<file path="config.mk">
export PLATFORM = sky130hd
export DESIGN_NAME = modbus_meter_poll_and_reply_check
export DESIGN_NICKNAME = d
export VERILOG_FILES = /design/src/rtl/mmp_pkg.sv /design/src/rtl/mmp_front.sv /design/src/rtl/mmp_fifo.sv /design/src/rtl/mmp_back.sv /design/src/rtl/modbus_meter_poll_and_reply_check.sv
export SDC_FILE = /design/constraint.sdc
export NUM_CORES = 1
export LEC_CHECK = 0
export BUFFER_PORTS_ARGS = -buffer_cell sky130_fd_sc_hd__buf_2
export CAP_MARGIN = 15
export CORE_ASPECT_RATIO = 0.6
export CORE_MARGIN = 2
export CORE_UTILIZATION = 49
export CTS_CLUSTER_DIAMETER = 150
export DETAILED_ROUTE_END_ITERATION = 7
export GPL_ROUTABILITY_DRIVEN = 0
export PLACE_DENSITY = 0.69
export SLEW_MARGIN = 0
export SYNTH_ARGS = -nofsm -noshare
export SYNTH_HDL_FRONTEND = slang
export SYNTH_HIERARCHICAL = 1
export SYNTH_SLANG_ARGS = --single-unit
</file>
<file path="constraint.sdc">
create_clock -name i_clk -period 3.57 [get_ports i_clk]
set_input_delay 0.714 -clock i_clk [delete_from_list [all_inputs] [get_ports i_clk]]
set_output_delay 0.714 -clock i_clk [all_outputs]
set_load 0.05 [all_outputs]
</file>
<file path="src/rtl/mmp_pkg.sv">
package mmp_pkg;

    // Input commands.
    typedef enum logic [1:0] {
        CMD_START = 2'd0,
        CMD_RX    = 2'd1,
        CMD_TICK  = 2'd2,
        CMD_QUERY = 2'd3
    } t_cmd;

    // Result kinds.
    typedef enum logic [1:0] {
        KIND_TX      = 2'd0,
        KIND_VERDICT = 2'd1,
        KIND_REPORT  = 2'd2
    } t_kind;

    // Frame verdicts.
    typedef enum logic [1:0] {
        VERDICT_OK     = 2'd0,
        VERDICT_HEADER = 2'd1,
        VERDICT_CRC    = 2'd2,
        VERDICT_RANGE  = 2'd3
    } t_verdict;

    // Jobs passed from the front end to the back end.
    typedef enum logic [1:0] {
        OP_REQ     = 2'd0,
        OP_VERDICT = 2'd1,
        OP_TICK    = 2'd2,
        OP_QUERY   = 2'd3
    } t_op;

    // Back end sequencer states.
    typedef enum logic {
        BK_RUN  = 1'b0,
        BK_SEND = 1'b1
    } t_back_state;

    // Configuration register indexes.
    localparam int CFG_IDX_W = 2;
    localparam logic [CFG_IDX_W-1:0] CFG_METER_ADDRESS = 2'd0;
    localparam logic [CFG_IDX_W-1:0] CFG_STALE_LIMIT   = 2'd1;

    localparam logic [7:0]  METER_ADDRESS_RST = 8'd1;
    localparam logic [15:0] STALE_LIMIT_RST   = 16'd3000;

    localparam logic [15:0] CRC_INIT = 16'hFFFF;
    localparam logic [15:0] CRC_POLY = 16'hA001;

    localparam logic [7:0] FUNC_READ_INPUT  = 8'h04;
    localparam logic [7:0] REQ_REG_COUNT    = 8'h03;
    localparam logic [7:0] REPLY_BYTE_COUNT = 8'h06;
    localparam logic [6:0] PERCENT_MAX      = 7'd100;

    localparam int REQ_LEN  = 8;
    localparam int REQ_IDX_W = $clog2(REQ_LEN);
    localparam int DATA_LEN = 6;
    localparam int DATA_IDX_W = $clog2(DATA_LEN);

    // Reply byte positions.
    localparam logic [3:0] RX_ADDR    = 4'd0;
    localparam logic [3:0] RX_FUNC    = 4'd1;
    localparam logic [3:0] RX_COUNT   = 4'd2;
    localparam logic [3:0] RX_DATA0   = 4'd3;
    localparam logic [3:0] RX_CRC_LO  = 4'd9;
    localparam logic [3:0] RX_CRC_HI  = 4'd10;

    // Job queue depth.
    localparam int JOB_DEPTH = 4;
    localparam int JOB_PTR_W = $clog2(JOB_DEPTH);

    typedef struct packed {
        logic [1:0] command;
        logic [7:0] rx_byte;
    } t_in_item;

    typedef struct packed {
        logic [1:0]  kind;
        logic [7:0]  tx_byte;
        logic        last;
        logic [1:0]  verdict;
        logic [6:0]  percent;
        logic [15:0] voltage_centi_volts;
        logic        alarm;
        logic        fresh;
    } t_out_item;

    typedef struct packed {
        t_op         op;
        t_verdict    verdict;
        logic [6:0]  percent;
        logic [15:0] voltage;
        logic        alarm;
    } t_job;

    // One byte of the reflected CRC-16 update.
    function automatic logic [15:0] crc_feed(input logic [15:0] crc, input logic [7:0] b);
        logic [15:0] c;
        c = crc ^ {8'd0, b};
        for (int k = 0; k < 8; k++) begin
            c = c[0] ? ((c >> 1) ^ CRC_POLY) : (c >> 1);
        end
        return c;
    endfunction

endpackage

</file>
<file path="src/rtl/mmp_front.sv">
module mmp_front (
    input  logic             i_clk,
    input  logic             i_rst_n,
    input  logic             i_accept,
    input  mmp_pkg::t_in_item i_item,
    input  logic [7:0]       i_meter_address,
    output logic             o_job_valid,
    output mmp_pkg::t_job    o_job
);

    logic        r_receiving, n_receiving;
    logic [3:0]  r_count, n_count;
    logic [15:0] r_crc, n_crc;
    logic        r_hdr_ok, n_hdr_ok;
    logic [7:0]  r_crc_low, n_crc_low;
    logic [7:0]  r_data [mmp_pkg::DATA_LEN];

    logic                          w_data_we;
    logic [mmp_pkg::DATA_IDX_W-1:0] w_data_idx;
    logic [3:0]                    w_data_off;
    logic [15:0]                   w_pct_word;
    logic [15:0]                   w_volt_word;
    logic [15:0]                   w_alm_word;
    mmp_pkg::t_verdict             w_verdict;

    assign w_data_off  = r_count - mmp_pkg::RX_DATA0;
    assign w_data_idx  = w_data_off[mmp_pkg::DATA_IDX_W-1:0];
    assign w_pct_word  = {r_data[0], r_data[1]};
    assign w_volt_word = {r_data[2], r_data[3]};
    assign w_alm_word  = {r_data[4], r_data[5]};

    // Verdict of a completed frame; header faults outrank CRC faults,
    // which outrank range faults.
    always_comb begin
        if (!r_hdr_ok) begin
            w_verdict = mmp_pkg::VERDICT_HEADER;
        end else if (r_crc_low != r_crc[7:0] || i_item.rx_byte != r_crc[15:8]) begin
            w_verdict = mmp_pkg::VERDICT_CRC;
        end else if (w_pct_word > {9'd0, mmp_pkg::PERCENT_MAX} || w_volt_word == 16'd0
                     || w_alm_word > 16'd1) begin
            w_verdict = mmp_pkg::VERDICT_RANGE;
        end else begin
            w_verdict = mmp_pkg::VERDICT_OK;
        end
    end

    always_comb begin
        n_receiving = r_receiving;
        n_count     = r_count;
        n_crc       = r_crc;
        n_hdr_ok    = r_hdr_ok;
        n_crc_low   = r_crc_low;
        w_data_we   = 1'b0;
        o_job_valid = 1'b0;
        o_job.op      = mmp_pkg::OP_TICK;
        o_job.verdict = w_verdict;
        o_job.percent = w_pct_word[6:0];
        o_job.voltage = w_volt_word;
        o_job.alarm   = w_alm_word[0];
        if (i_accept) begin
            case (mmp_pkg::t_cmd'(i_item.command))
                mmp_pkg::CMD_START: begin
                    o_job_valid = 1'b1;
                    o_job.op    = mmp_pkg::OP_REQ;
                    n_receiving = 1'b1;
                    n_count     = mmp_pkg::RX_ADDR;
                    n_crc       = mmp_pkg::CRC_INIT;
                    n_hdr_ok    = 1'b1;
                    n_crc_low   = 8'd0;
                end
                mmp_pkg::CMD_RX: begin
                    if (r_receiving) begin
                        if (r_count < mmp_pkg::RX_CRC_LO) begin
                            n_crc   = mmp_pkg::crc_feed(r_crc, i_item.rx_byte);
                            n_count = r_count + 4'd1;
                            if (r_count == mmp_pkg::RX_ADDR
                                && i_item.rx_byte != i_meter_address) begin
                                n_hdr_ok = 1'b0;
                            end
                            if (r_count == mmp_pkg::RX_FUNC
                                && i_item.rx_byte != mmp_pkg::FUNC_READ_INPUT) begin
                                n_hdr_ok = 1'b0;
                            end
                            if (r_count == mmp_pkg::RX_COUNT
                                && i_item.rx_byte != mmp_pkg::REPLY_BYTE_COUNT) begin
                                n_hdr_ok = 1'b0;
                            end
                            w_data_we = (r_count >= mmp_pkg::RX_DATA0);
                        end else if (r_count == mmp_pkg::RX_CRC_LO) begin
                            n_crc_low = i_item.rx_byte;
                            n_count   = mmp_pkg::RX_CRC_HI;
                        end else begin
                            o_job_valid = 1'b1;
                            o_job.op    = mmp_pkg::OP_VERDICT;
                            n_receiving = 1'b0;
                            n_count     = mmp_pkg::RX_ADDR;
                        end
                    end
                end
                mmp_pkg::CMD_TICK: begin
                    o_job_valid = 1'b1;
                    o_job.op    = mmp_pkg::OP_TICK;
                end
                default: begin
                    o_job_valid = 1'b1;
                    o_job.op    = mmp_pkg::OP_QUERY;
                end
            endcase
        end
    end

    always_ff @(posedge i_clk) begin
        if (!i_rst_n) begin
            r_receiving <= 1'b0;
            r_count     <= mmp_pkg::RX_ADDR;
            r_crc       <= mmp_pkg::CRC_INIT;
            r_hdr_ok    <= 1'b1;
            r_crc_low   <= 8'd0;
        end else begin
            r_receiving <= n_receiving;
            r_count     <= n_count;
            r_crc       <= n_crc;
            r_hdr_ok    <= n_hdr_ok;
            r_crc_low   <= n_crc_low;
        end
    end

    always_ff @(posedge i_clk) begin
        if (w_data_we) begin
            r_data[w_data_idx] <= i_item.rx_byte;
        end
    end

endmodule

</file>
<file path="src/rtl/mmp_fifo.sv">
module mmp_fifo (
    input  logic          i_clk,
    input  logic          i_rst_n,
    input  logic          i_push,
    input  mmp_pkg::t_job i_job,
    input  logic          i_pop,
    output mmp_pkg::t_job o_job,
    output logic          o_full,
    output logic          o_empty
);

    mmp_pkg::t_job r_mem [mmp_pkg::JOB_DEPTH];
    logic [mmp_pkg::JOB_PTR_W-1:0] r_wr_ptr, n_wr_ptr;
    logic [mmp_pkg::JOB_PTR_W-1:0] r_rd_ptr, n_rd_ptr;
    logic [mmp_pkg::JOB_PTR_W:0]   r_fill, n_fill;

    assign o_full  = (r_fill == (mmp_pkg::JOB_PTR_W+1)'(mmp_pkg::JOB_DEPTH));
    assign o_empty = (r_fill == '0);
    assign o_job   = r_mem[r_rd_ptr];

    always_comb begin
        n_wr_ptr = i_push ? r_wr_ptr + 1'b1 : r_wr_ptr;
        n_rd_ptr = i_pop  ? r_rd_ptr + 1'b1 : r_rd_ptr;
        n_fill   = r_fill;
        if (i_push && !i_pop) begin
            n_fill = r_fill + 1'b1;
        end else if (i_pop && !i_push) begin
            n_fill = r_fill - 1'b1;
        end
    end

    always_ff @(posedge i_clk) begin
        if (!i_rst_n) begin
            r_wr_ptr <= '0;
            r_rd_ptr <= '0;
            r_fill   <= '0;
        end else begin
            r_wr_ptr <= n_wr_ptr;
            r_rd_ptr <= n_rd_ptr;
            r_fill   <= n_fill;
        end
    end

    always_ff @(posedge i_clk) begin
        if (i_push) begin
            r_mem[r_wr_ptr] <= i_job;
        end
    end

endmodule

</file>
<file path="src/rtl/mmp_back.sv">
module mmp_back (
    input  logic              i_clk,
    input  logic              i_rst_n,
    input  logic [7:0]        i_meter_address,
    input  logic [15:0]       i_stale_limit,
    input  logic              i_job_empty,
    input  mmp_pkg::t_job     i_job,
    output logic              o_pop,
    output logic              o_out_valid,
    input  logic              i_out_ready,
    output mmp_pkg::t_out_item o_out_data
);

    mmp_pkg::t_back_state r_state, n_state;
    logic [mmp_pkg::REQ_IDX_W-1:0] r_idx, n_idx;
    logic [15:0] r_crc, n_crc;
    logic [15:0] r_age, n_age;
    logic [6:0]  r_pct, n_pct;
    logic [15:0] r_volt, n_volt;
    logic        r_alarm, n_alarm;
    logic        r_held, n_held;
    logic        r_out_valid, n_out_valid;
    mmp_pkg::t_out_item r_out, n_out;

    logic       w_out_free;
    logic [7:0] w_req_byte;

    localparam logic [mmp_pkg::REQ_IDX_W-1:0] IDX_CRC_LO = mmp_pkg::REQ_IDX_W'(mmp_pkg::REQ_LEN - 2);
    localparam logic [mmp_pkg::REQ_IDX_W-1:0] IDX_LAST = mmp_pkg::REQ_IDX_W'(mmp_pkg::REQ_LEN - 1);

    function automatic mmp_pkg::t_out_item make_report(
        input mmp_pkg::t_kind kind, input mmp_pkg::t_verdict verdict,
        input logic [6:0] pct, input logic [15:0] volt, input logic alm, input logic fresh);
        mmp_pkg::t_out_item r;
        r.kind                = kind;
        r.tx_byte             = 8'd0;
        r.last                = 1'b1;
        r.verdict             = verdict;
        r.percent             = pct;
        r.voltage_centi_volts = volt;
        r.alarm               = alm;
        r.fresh               = fresh;
        return r;
    endfunction

    function automatic mmp_pkg::t_out_item make_tx(input logic [7:0] b, input logic last);
        mmp_pkg::t_out_item r;
        r         = '0;
        r.kind    = mmp_pkg::KIND_TX;
        r.tx_byte = b;
        r.last    = last;
        return r;
    endfunction

    assign w_out_free  = !r_out_valid || i_out_ready;
    assign o_out_valid = r_out_valid;
    assign o_out_data  = r_out;

    // Request bytes after the address; the CRC follows the fixed part.
    always_comb begin
        case (r_idx)
            3'd1:    w_req_byte = mmp_pkg::FUNC_READ_INPUT;
            3'd5:    w_req_byte = mmp_pkg::REQ_REG_COUNT;
            3'd6:    w_req_byte = r_crc[7:0];
            3'd7:    w_req_byte = r_crc[15:8];
            default: w_req_byte = 8'd0;
        endcase
    end

    // Next state.
    always_comb begin
        n_state = r_state;
        case (r_state)
            mmp_pkg::BK_RUN: begin
                if (!i_job_empty && i_job.op == mmp_pkg::OP_REQ && w_out_free) begin
                    n_state = mmp_pkg::BK_SEND;
                end
            end
            mmp_pkg::BK_SEND: begin
                if (w_out_free && r_idx == IDX_LAST) begin
                    n_state = mmp_pkg::BK_RUN;
                end
            end
            default: n_state = mmp_pkg::BK_RUN;
        endcase
    end

    // Datapath and outputs.
    always_comb begin
        o_pop       = 1'b0;
        n_idx       = r_idx;
        n_crc       = r_crc;
        n_age       = r_age;
        n_pct       = r_pct;
        n_volt      = r_volt;
        n_alarm     = r_alarm;
        n_held      = r_held;
        n_out_valid = r_out_valid && !i_out_ready;
        n_out       = r_out;
        case (r_state)
            mmp_pkg::BK_RUN: begin
                if (!i_job_empty) begin
                    case (i_job.op)
                        mmp_pkg::OP_TICK: begin
                            o_pop = 1'b1;
                            if (r_age != 16'hFFFF) begin
                                n_age = r_age + 16'd1;
                            end
                        end
                        mmp_pkg::OP_QUERY: begin
                            if (w_out_free) begin
                                o_pop       = 1'b1;
                                n_out_valid = 1'b1;
                                n_out = make_report(mmp_pkg::KIND_REPORT, mmp_pkg::VERDICT_OK,
                                    r_pct, r_volt, r_alarm, r_held && (r_age <= i_stale_limit));
                            end
                        end
                        mmp_pkg::OP_VERDICT: begin
                            if (w_out_free) begin
                                o_pop       = 1'b1;
                                n_out_valid = 1'b1;
                                if (i_job.verdict == mmp_pkg::VERDICT_OK) begin
                                    n_pct   = i_job.percent;
                                    n_volt  = i_job.voltage;
                                    n_alarm = i_job.alarm;
                                    n_held  = 1'b1;
                                    n_age   = 16'd0;
                                end
                                n_out = make_report(mmp_pkg::KIND_VERDICT, i_job.verdict,
                                    n_pct, n_volt, n_alarm, n_held && (n_age <= i_stale_limit));
                            end
                        end
                        default: begin
                            if (w_out_free) begin
                                o_pop       = 1'b1;
                                n_out_valid = 1'b1;
                                n_out       = make_tx(i_meter_address, 1'b0);
                                n_crc       = mmp_pkg::crc_feed(mmp_pkg::CRC_INIT,
                                                                i_meter_address);
                                n_idx       = mmp_pkg::REQ_IDX_W'(1);
                            end
                        end
                    endcase
                end
            end
            mmp_pkg::BK_SEND: begin
                if (w_out_free) begin
                    n_out_valid = 1'b1;
                    n_out       = make_tx(w_req_byte, r_idx == IDX_LAST);
                    n_idx       = r_idx + 1'b1;
                    if (r_idx < IDX_CRC_LO) begin
                        n_crc = mmp_pkg::crc_feed(r_crc, w_req_byte);
                    end
                end
            end
            default: begin
                n_idx = '0;
            end
        endcase
    end

    always_ff @(posedge i_clk) begin
        if (!i_rst_n) begin
            r_state     <= mmp_pkg::BK_RUN;
            r_idx       <= '0;
            r_age       <= 16'd0;
            r_pct       <= 7'd0;
            r_volt      <= 16'd0;
            r_alarm     <= 1'b0;
            r_held      <= 1'b0;
            r_out_valid <= 1'b0;
        end else begin
            r_state     <= n_state;
            r_idx       <= n_idx;
            r_age       <= n_age;
            r_pct       <= n_pct;
            r_volt      <= n_volt;
            r_alarm     <= n_alarm;
            r_held      <= n_held;
            r_out_valid <= n_out_valid;
        end
    end

    always_ff @(posedge i_clk) begin
        r_crc <= n_crc;
        r_out <= n_out;
    end

endmodule

</file>
<file path="src/rtl/modbus_meter_poll_and_reply_check.sv">
// When the queue is empty and the output is free, an accepted request's result passes through
// the job queue and then the output register before it appears at the output.
// Throughput: one request per cycle unless the job queue is full; a start command holds the
// back end while it sends the eight request bytes; the four-entry queue absorbs requests.
// Reset: synchronous, active low; it clears the reply tracker, the held sample, the queue
// and the output register, and sets the address to 1 and the stale limit to 3000 ticks.
module modbus_meter_poll_and_reply_check (
    input  logic                           i_clk,
    input  logic                           i_rst_n,
    input  logic                           i_in_valid,
    output logic                           o_in_ready,
    input  mmp_pkg::t_in_item              i_in_data,
    output logic                           o_out_valid,
    input  logic                           i_out_ready,
    output mmp_pkg::t_out_item             o_out_data,
    input  logic                           i_cfg_valid,
    output logic                           o_cfg_ready,
    input  logic [mmp_pkg::CFG_IDX_W-1:0]  i_cfg_index,
    input  logic [15:0]                    i_cfg_data
);

    // Configuration registers. Writes are accepted in every cycle; an index
    // beyond the register list is ignored.
    logic [7:0]  r_meter_address;
    logic [15:0] r_stale_limit;

    assign o_cfg_ready = 1'b1;

    always_ff @(posedge i_clk) begin
        if (!i_rst_n) begin
            r_meter_address <= mmp_pkg::METER_ADDRESS_RST;
            r_stale_limit   <= mmp_pkg::STALE_LIMIT_RST;
        end else if (i_cfg_valid) begin
            if (i_cfg_index == mmp_pkg::CFG_METER_ADDRESS) begin
                r_meter_address <= i_cfg_data[7:0];
            end
            if (i_cfg_index == mmp_pkg::CFG_STALE_LIMIT) begin
                r_stale_limit <= i_cfg_data;
            end
        end
    end

    // The front end tracks the reply frame and turns every request that
    // needs later work into a job. It stalls only when the job queue is full.
    logic          w_accept;
    logic          w_push;
    logic          w_pop;
    logic          w_full;
    logic          w_empty;
    mmp_pkg::t_job w_front_job;
    mmp_pkg::t_job w_head_job;

    assign o_in_ready = !w_full;
    assign w_accept   = i_in_valid && o_in_ready;

    mmp_front u_front (
        .i_clk           (i_clk),
        .i_rst_n         (i_rst_n),
        .i_accept        (w_accept),
        .i_item          (i_in_data),
        .i_meter_address (r_meter_address),
        .o_job_valid     (w_push),
        .o_job           (w_front_job)
    );

    // The job queue decouples the byte-by-byte reply checking from the
    // result emission, so a slow consumer does not stall the receiver
    // until the queue fills.
    mmp_fifo u_fifo (
        .i_clk   (i_clk),
        .i_rst_n (i_rst_n),
        .i_push  (w_push),
        .i_job   (w_front_job),
        .i_pop   (w_pop),
        .o_job   (w_head_job),
        .o_full  (w_full),
        .o_empty (w_empty)
    );

    // The back end owns the held sample and its age, emits the request
    // frame one byte per cycle while the output is free, with a running
    // CRC, and drives the output register. Ticks are applied in queue
    // order so reports always see the age that the input order implies.
    mmp_back u_back (
        .i_clk           (i_clk),
        .i_rst_n         (i_rst_n),
        .i_meter_address (r_meter_address),
        .i_stale_limit   (r_stale_limit),
        .i_job_empty     (w_empty),
        .i_job           (w_head_job),
        .o_pop           (w_pop),
        .o_out_valid     (o_out_valid),
        .i_out_ready     (i_out_ready),
        .o_out_data      (o_out_data)
    );

    // The front end never pushes a job into a full queue.
    assert property (@(posedge i_clk) disable iff (!i_rst_n) w_push |-> !w_full)
        else $error("job pushed into a full queue");

    // The back end never pops an empty queue.
    assert property (@(posedge i_clk) disable iff (!i_rst_n) w_pop |-> !w_empty)
        else $error("job popped from an empty queue");

    // An accepted frame has just latched a sample, so it must report fresh.
    assert property (@(posedge i_clk) disable iff (!i_rst_n)
        (o_out_valid && o_out_data.kind == mmp_pkg::KIND_VERDICT
         && o_out_data.verdict == mmp_pkg::VERDICT_OK) |-> o_out_data.fresh)
        else $error("accepted frame reported as stale");

endmodule
</file>
[Word level (Yosys, flattened, before mapping)]
Memories as Yosys holds them, arrays and structs flattened. A register that Yosys moved wholly into a read port is not among the register bits.
Cells that the tools add are included.
Storage, ports and cells
  input port bits: 33
  logic and storage cells: 267
  memories: 2
  flip-flop bits (word level): 161
  output and inout bits: 41
  bits in writable memories: 160
Cells by class
  equal/unequal tests: 33
  add/subtract/negate cells: 8
  reductions and logical operators: 45
  bitwise logic cells: 29
  $lt $le $gt $ge: 7
  mux-type cells: 116
Memory list
  u_fifo.r_mem: depth 4, bits a word 28, rd ports 1, clocked after memory_dff 1, write ports 1, RTL line mmp_fifo.sv:12  | mmp_pkg::t_job r_mem [mmp_pkg::JOB_DEPTH];
  u_front.r_data: depth 6, bits a word 8, rd ports 6, clocked after memory_dff 0, write ports 1, RTL line mmp_front.sv:16  | logic [7:0] r_data [mmp_pkg::DATA_LEN];
Operators with widths (count)
  $mux 16: 39
  $mux 38: 5
  $pmux 38 s3: 1
  $pmux 16 s2: 3
  $pmux 38 s2: 1
  $not 2->3: 24
  $mux 1: 36
  $le 16x16->1: 2
  $pmux 8 s4: 1
  $xor 16x8->16: 2
  $mux 8: 3
  $ne 8x8->1: 3
  $reduce_and 5->1: 4
  $mux 2: 9
  $mux 3: 6
  $add 16x1->16 const B: 1
  $gt 16x1->1 const B: 1
  $gt 16x7->1 const B: 1
  $logic_not 16->1: 1
  $ne 16x16->1 const B: 1
  $ne 8x3->1 const B: 2
  $not 8->16: 1
  $pmux 8 s2: 1
  $reduce_and 4->1: 4
  35 further kinds: 86

[Longest topological paths before layout]
Gate-level depths: netlist of the first run.
  word-level depth: 22
  gate-level depth with buffers: 14
  depth with buffers taken out: 12

[Hierarchy]
The synthesis of the first run kept the hierarchy.
Modules (own cells, without submodules)
  mmp_back: times used 1, sequential area each 2542.4 um^2, area each 6018.3 um^2, cells each 677
  mmp_fifo: times used 1, sequential area each 3543.4 um^2, area each 4535.6 um^2, cells each 189
  mmp_front: times used 1, sequential area each 2042.0 um^2, area each 3573.4 um^2, cells each 310
  modbus_meter_poll_and_reply_check: times used 1, sequential area each 480.5 um^2, area each 1007.2 um^2, cells each 108

[Worst setup path after synthesis of the first run]
No wires, ideal clock.
  path type: reg-to-reg
  start: reg with a tool-made name
  end: reg u_back.r_out, in the netlist u_back/o_out_data[0] (data pin)
  slack: -0.008 ns
  data required time: 3.418 ns
  data arrival time: 3.426 ns
  cell stages (with the launch flop): 15
  clock period less this slack: 3.578 ns
  buffers on the path: 2
  library setup time: 0.152 ns
  path through: dfxtp_1 buf_6 mux4_1 nor2_1 clkbuf_1 nor2b_1 ha_1 nor2b_1 o21a_1 o21a_1 o21a_1 o21a_1 a2111oi_0 o21ai_0 a31oi_1
RTL lines
  end signal, assigned: RTL line mmp_back.sv:186  | r_out <= n_out;
  end, declared: RTL line mmp_back.sv:23  | mmp_pkg::t_out_item r_out, n_out;

==> results of run 1 <==
synthesized netlist by cell type, types with 4 or more instances:
cell	count	area, µm²
a21boi_0	38	285
a21boi_1	4	30.0
a21o_1	11	82.6
a21oi_1	66	330
a31oi_1	5	31.3
and2_1	22	138
buf_2	12	60.1
buf_4	11	82.6
buf_6	8	90.1
clkbuf_1	41	154
dfxtp_1	109	2180
edfxtp_1	214	6430
ha_1	47	588
inv_1	40	150
mux2i_1	23	230
mux4_1	8	210
mux4_2	20	450
nand2_1	196	736
nand2b_1	10	62.6
nand3_1	21	105
nand4_1	17	106
nand4b_1	8	70.1
nor2_1	45	169
nor2b_1	32	200
nor3_1	27	135
nor3b_1	6	45.0
nor4_1	17	106
o211ai_1	13	97.6
o21a_1	8	60.1
o21ai_0	50	250
o22ai_1	8	50.1
or3_1	4	25.0
xnor2_1	35	307
xnor2_2	4	65.1
xor2_1	35	307
layout make-up:
cell class / count / area [µm²] / share of cell area
clock buffer: 34 / 764 / 0.0453
clock inverter: 20 / 208 / 0.0123
inverter: 40 / 150 / 0.00890
multi-input combinational: 844 / 5950 / 0.353
sequential: 323 / 8610 / 0.511
tap: 408 / 510 / 0.0303
timing repair buffer: 113 / 671 / 0.0398
worst min-delay path, cell delays in order:
cell and delay (ps):
buf_2 100, nand2_1 50, mux2i_1 60
cells by family after synthesis:
logic type	synth area share
AND/OR/NAND/NOR	0.136
flip-flops	0.569
AO/OA/AOI/OAI	0.102
buffers and inverters	0.0396
XOR/XNOR	0.0527
multiplexers	0.0604
adder cells (fa/ha/maj)	0.0402
other	0.000248
layer usage:
layer / part of all wire / global-route usage / up-vias
li1: - / - / 4771
met4: 0.015 / 0.0404 / 2
met1: 0.50 / 0.329 / 5030
met5: 0.00039 / 0 / -
met2: 0.41 / 0.285 / 325
met3: 0.077 / 0.0474 / 43
registers in the layout, summed over array words and instances (netlist names), 4 cells and up, named ones only:
signal	cells
u_front/r_crc_low	8
u_front/r_crc	16
u_back/r_age	16
r_stale_limit	16
r_meter_address	8
u_back/r_crc	16
u_fifo/r_mem	112
u_front/r_count	4
u_back/r_pct	7
u_front/r_data	48
u_back/o_out_data	38
u_back/r_volt	16
where the power goes:
group	switching [mW]	internal, mW	total, mW
sequential	0.225	4.54	4.76
combinational	2.20	0.988	3.19
clock	1.41	1.77	3.18
total	3.84	7.29	11.1
metrics by stage:
step	util	cells	total power, mW
6_report	0.559	1782	11.1
5_1_grt	0.559	1782	11.6
4_1_cts	0.559	1782	11.2
3_5_place_dp	0.527	1728	8.02
3_3_place_gp	0.527	1728	7.96
2_1_floorplan	-	1284	7.16
worst paths after layout:
path | slack (ps) | from | to | cells past startpoint
worst max-delay path | 290 | flip-flop | u_back/o_out_data[0]$_SDFFCE_PP0P_ | 12
worst max register to register | 290 | flip-flop | u_back/o_out_data[0]$_SDFFCE_PP0P_ | 12
worst min register to register | 450 | u_back/r_volt[9]$_SDFFE_PN0P_ | u_back/r_volt[9]$_SDFFE_PN0P_ | 2
worst min-delay path | 390 | i_cfg_data[13] | r_stale_limit[13]$_SDFFE_PN0P_ | 3
==> flow_summary.json, run 1 <==
{
  "wl_per_cell_um": 18.8,
  "setup_slack_ps": 289,
  "drive_above_1_share": 0.154,
  "syn_area_mm2": 0.0151,
  "whs_ps": 385,
  "wl_um": 33500,
  "root_buffer": "clkbuf_16",
  "die_area_mm2": 0.0324,
  "drtIter0Drc": 902,
  "pwr_density_cell_mw_per_mm2": 660,
  "required_ps": 4000,
  "grt.overflow.total": 0,
  "clock_latency_ps": 580,
  "grt_pass1_vias": 9588,
  "cp_common_cell": "o21a_1",
  "drv_slew": 0,
  "synth_seq_cells": 323,
  "ys_warn_count": 6,
  "cap_violations": 0,
  "grt_pass1_wl_um": 52800,
  "fill_cells": 2527,
  "htreeDepth": 1,
  "min_period_over_period": 0.919,
  "syn_to_final_growth_pct": 11.4,
  "track_usage": 0.206,
  "via_per_inst": 5.71,
  "grt_max_degree": 54,
  "crit_family": "compound AO/OA/AOI/OAI gates",
  "report.final.hold_viol_count": 0,
  "hold_class": "primary input to flip-flop",
  "yosysSeqAreaShare": 0.569,
  "dp_slack_ps": 369,
  "placed_area_mm2": 0.0159,
  "slowest_stage": "mux4_1",
  "period_needed_ps": 3280,
  "drtPass1Iterations": 5,
  "fin_tns_setup_ps": 0,
  "start_util": 0.502,
  "ant_nets": 0,
  "cts_resized": 0,
  "startpoint_type": "flip-flop",
  "vias": 10171,
  "critPathMaxFanout": 18,
  "synthCells": 1284,
  "path_buf_inv": 1,
  "clk_pin_slew_ps": 70,
  "postSynthAreaPerCell_um2": 11.8,
  "setup_violations": 0,
  "slowest_delay_ps": 690,
  "slew_headroom": 0.385,
  "clockBufferDepth": 3,
  "synth_edf_count": 214,
  "path_cells": "mux4_1 > nor2_2 > buf_4 > nor2b_1 > ha_1 > o21a_1 > o21a_1 > o21a_1 > o21a_1 > a2111oi_0 > o21ai_0 > a31oi_1",
  "antennaDiodeCount": 0,
  "final_common_cell": "edfxtp_1",
  "cp-end-kind": "flip-flop",
  "crit_arrival_ps": 3710,
  "die-width_um": 231,
  "cts_buffers": 29,
  "die_y_um": 140,
  "dp_hpwl_um": 23000,
  "finalClockSkew_ps": 11.5,
  "finish.net_count": 1432,
  "fmax_mhz": 305,
  "worst_pin_slew_ps": 916,
  "syn-num-nets": 1365,
  "core_area_mm2": 0.0302,
  "numPortBuffers": 72,
  "cts_hold_repair.buffers": 0,
  "route.detailed.drc": 0,
  "rows": 49,
  "max-vdd-ir-drop_mv": 0.389,
  "crit_type": "flip-flop to flip-flop",
  "fin_area_mm2": 0.0169,
  "synth-main-ff-cell": "edfxtp_1",
  "rsz0062_at_grt": "false",
  "p_leak_nw": 5.96,
  "tritoncts": "done",
  "cts.sinks": 323,
  "post_cts_buffers": 0,
  "layout_common_cells": "edfxtp_1, nand2_1, dfxtp_1",
  "ys_types": 82,
  "io_pins": 74,
  "antenna_found_initial": 1,
  "async_flop_share": 0,
  "status": "completed"
}
(Power assumes the default switching activity.)
==> inputs of run 2 (changes only) <==
--- a/config.mk
+++ b/config.mk
@@ -14,7 +14,8 @@
 export DETAILED_ROUTE_END_ITERATION = 7
 export GPL_ROUTABILITY_DRIVEN = 0
 export PLACE_DENSITY = 0.69
-export SLEW_MARGIN = 0
+export RECOVER_POWER = 100
+export SLEW_MARGIN = 40
 export SYNTH_ARGS = -nofsm -noshare
 export SYNTH_HDL_FRONTEND = slang
 export SYNTH_HIERARCHICAL = 1
==> run 2 against run 1 <==
  * The run now ends with capacitance limit, slew limit left
  * Via count is essentially flat
  * Critical path depth stayed put
  * Die area unchanged
  * Worst setup slack got worse by 45 ps
  * Hold slack got worse by 2.7 ps
  * Count of clock-buffer cells in the layout stayed put
  * Clock skew hardly changed
  * Final cell count is the same
  * Clock power about the same
  * Flip-flop and latch count stayed put
  * Largest power group unchanged
==> flow_summary.json, run 2 (synthesis gave the netlist of run 1 again) <==
{
  "clockBufferDepth": 3,
  "crit_arrival_ps": 3740,
  "drtPass1Iterations": 5,
  "syn_to_final_growth_pct": 10.2,
  "antenna_found_initial": 1,
  "post_cts_buffers": 0,
  "drv_slew": 54,
  "cts_hold_repair.buffers": 0,
  "fin_tns_setup_ps": 0,
  "setup_slack_ps": 244,
  "cp_common_cell": "o21a_1",
  "seq_power_share": 0.433,
  "dp_hpwl_um": 23000,
  "max-vdd-ir-drop_mv": 0.378,
  "hold_class": "primary input to flip-flop",
  "root_buffer": "clkbuf_16",
  "slew_headroom": -0.388,
  "slowest_delay_ps": 710,
  "status": "complete, but fails checks",
  "top_register": "u_fifo/r_mem",
  "combPwrFrac": 0.278,
  "htreeDepth": 1,
  "layout_common_cells": "edfxtp_1, nand2_1, dfxtp_1",
  "antennaDiodeCount": 0,
  "grt_pass1_wl_um": 52800,
  "die-width_um": 231,
  "p_clk_frac": 0.289,
  "die_area_mm2": 0.0324,
  "vias": 10175,
  "route.detailed.drc": 0,
  "core_area_mm2": 0.0302,
  "worst_pin_slew_ps": 2080,
  "clock_latency_ps": 580,
  "start_util": 0.502,
  "largest_reg_flops": 112,
  "die_y_um": 140,
  "wl_per_cell_um": 18.9,
  "grt_max_degree": 54,
  "crit_type": "flip-flop to flip-flop",
  "power.switching_mw": 3.85,
  "grt_pass1_vias": 9588,
  "period_needed_ps": 3330,
  "holdPathStages": 3,
  "r2r_cells": 12,
  "tritoncts": "done",
  "startpoint_type": "flip-flop",
  "min_period_over_period": 0.932,
  "finish.net_count": 1432,
  "cts_resized": 0,
  "drive_above_1_share": 0.101,
  "track_usage": 0.206,
  "final_common_cell": "edfxtp_1",
  "finalClockSkew_ps": 11.7,
  "min-delay-start": "i_cfg_data[13]",
  "clk_pin_slew_ps": 70,
  "cap_violations": 1,
  "cts.sinks": 323,
  "via_per_inst": 5.71,
  "setup_violations": 0,
  "cp-end-kind": "flip-flop",
  "internal-power_mw": 7.18,
  "fmax_mhz": 301,
  "rsz0062_at_grt": "false",
  "report.final.hold_viol_count": 0,
  "ant_nets": 0,
  "drtIter0Drc": 879,
  "cts_buffers": 29,
  "slowest_stage": "mux4_1",
  "grt.overflow.total": 0,
  "violations": "capacitance limit, slew limit",
  "path_cells": "mux4_1 > nor2_2 > buf_4 > nor2b_1 > ha_1 > o21a_1 > o21a_1 > o21a_1 > o21a_1 > a2111oi_0 > o21ai_0 > a31oi_1",
  "swShare": 0.349,
  "p_leak_nw": 5.71,
  "required_ps": 3990,
  "rows": 49,
  "fill_cells": 2570,
  "critPathMaxFanout": 18,
  "io_pins": 74,
  "wl_um": 33600,
  "numPortBuffers": 72,
  "pwr_density_cell_mw_per_mm2": 661,
  "dp_slack_ps": 369
}
## run 2: cell types whose count changed in the layout (fill, tap and decap cells not counted), moves of 2 or more
cell | previous run | this run
buf_2 | 71 | 23
buf_4 | 42 | 16
and2_1 | 22 | 8
clkbuf_1 | 3 | 71
a21boi_1 | 4 | 2
clkbuf_2 | 0 | 5
and2_0 | 0 | 14
a21boi_0 | 38 | 40
## run 2: path summary, 6_finish.rpt
kind                                                      endpoint  slack, ps
worst min register to register       u_back/r_volt[9]$_SDFFE_PN0P_        450
worst max-delay path            u_back/o_out_data[0]$_SDFFCE_PP0P_        240
worst max register to register  u_back/o_out_data[0]$_SDFFCE_PP0P_        240
worst min-delay path                r_stale_limit[13]$_SDFFE_PN0P_        380
## run 2: cell type report
| class | count | area [µm²] | area share |
|---|---|---|---|
| flip-flops and latches | 323 | 8610 | 0.516 |
| inverters | 40 | 150 | 0.00900 |
| repair buffers | 113 | 523 | 0.0313 |
| clock inverters | 20 | 208 | 0.0124 |
| clock buffers | 34 | 764 | 0.0458 |
| well taps | 408 | 510 | 0.0306 |
| multi-input cells | 844 | 5920 | 0.355 |
## run 2: routing by layer
metal / wire, µm / up-vias / GRT usage
li1: - / 4768 / -
met1: 16600 / 5017 / 0.329
met2: 13900 / 347 / 0.285
met3: 2640 / 41 / 0.0474
met4: 511 / 2 / 0.0404
met5: 11 / - / 0
## run 2: per-stage QoR
stage / cells / hold slack, ps / area [µm²] / total power [mW] / utilization
6_report: 1782 / 383 / 16700 / 11.0 / 0.553
5_1_grt: 1782 / 368 / 16700 / 11.5 / 0.553
4_1_cts: 1782 / 357 / 16900 / 11.2 / 0.559
3_5_place_dp: 1728 / 445 / 15900 / 8.02 / 0.527
3_3_place_gp: 1728 / 443 / 15900 / 7.96 / 0.527
2_1_floorplan: 1284 / 435 / 15100 / 7.16 / -
## run 2: power groups by stage
stage	clock (mW)	sequential, mW	combinational [mW]
4_1_cts	3.24	4.76	3.19
3_3_place_gp	0	4.83	3.13
3_5_place_dp	0	4.84	3.17
6_report	3.18	4.77	3.07
2_1_floorplan	0	5.58	1.58
5_1_grt	3.39	4.82	3.29
## run 2: critical path, delay by kind of cell (launching register included)
| family | cells | cell delay, ps |
|---|---|---|
| compound gates | 7 | 1250 |
| fa+ha+maj | 1 | 290 |
| buf+inv | 1 | 250 |
| simple gates | 2 | 260 |
| flops | 1 | 400 |
| mux | 1 | 710 |
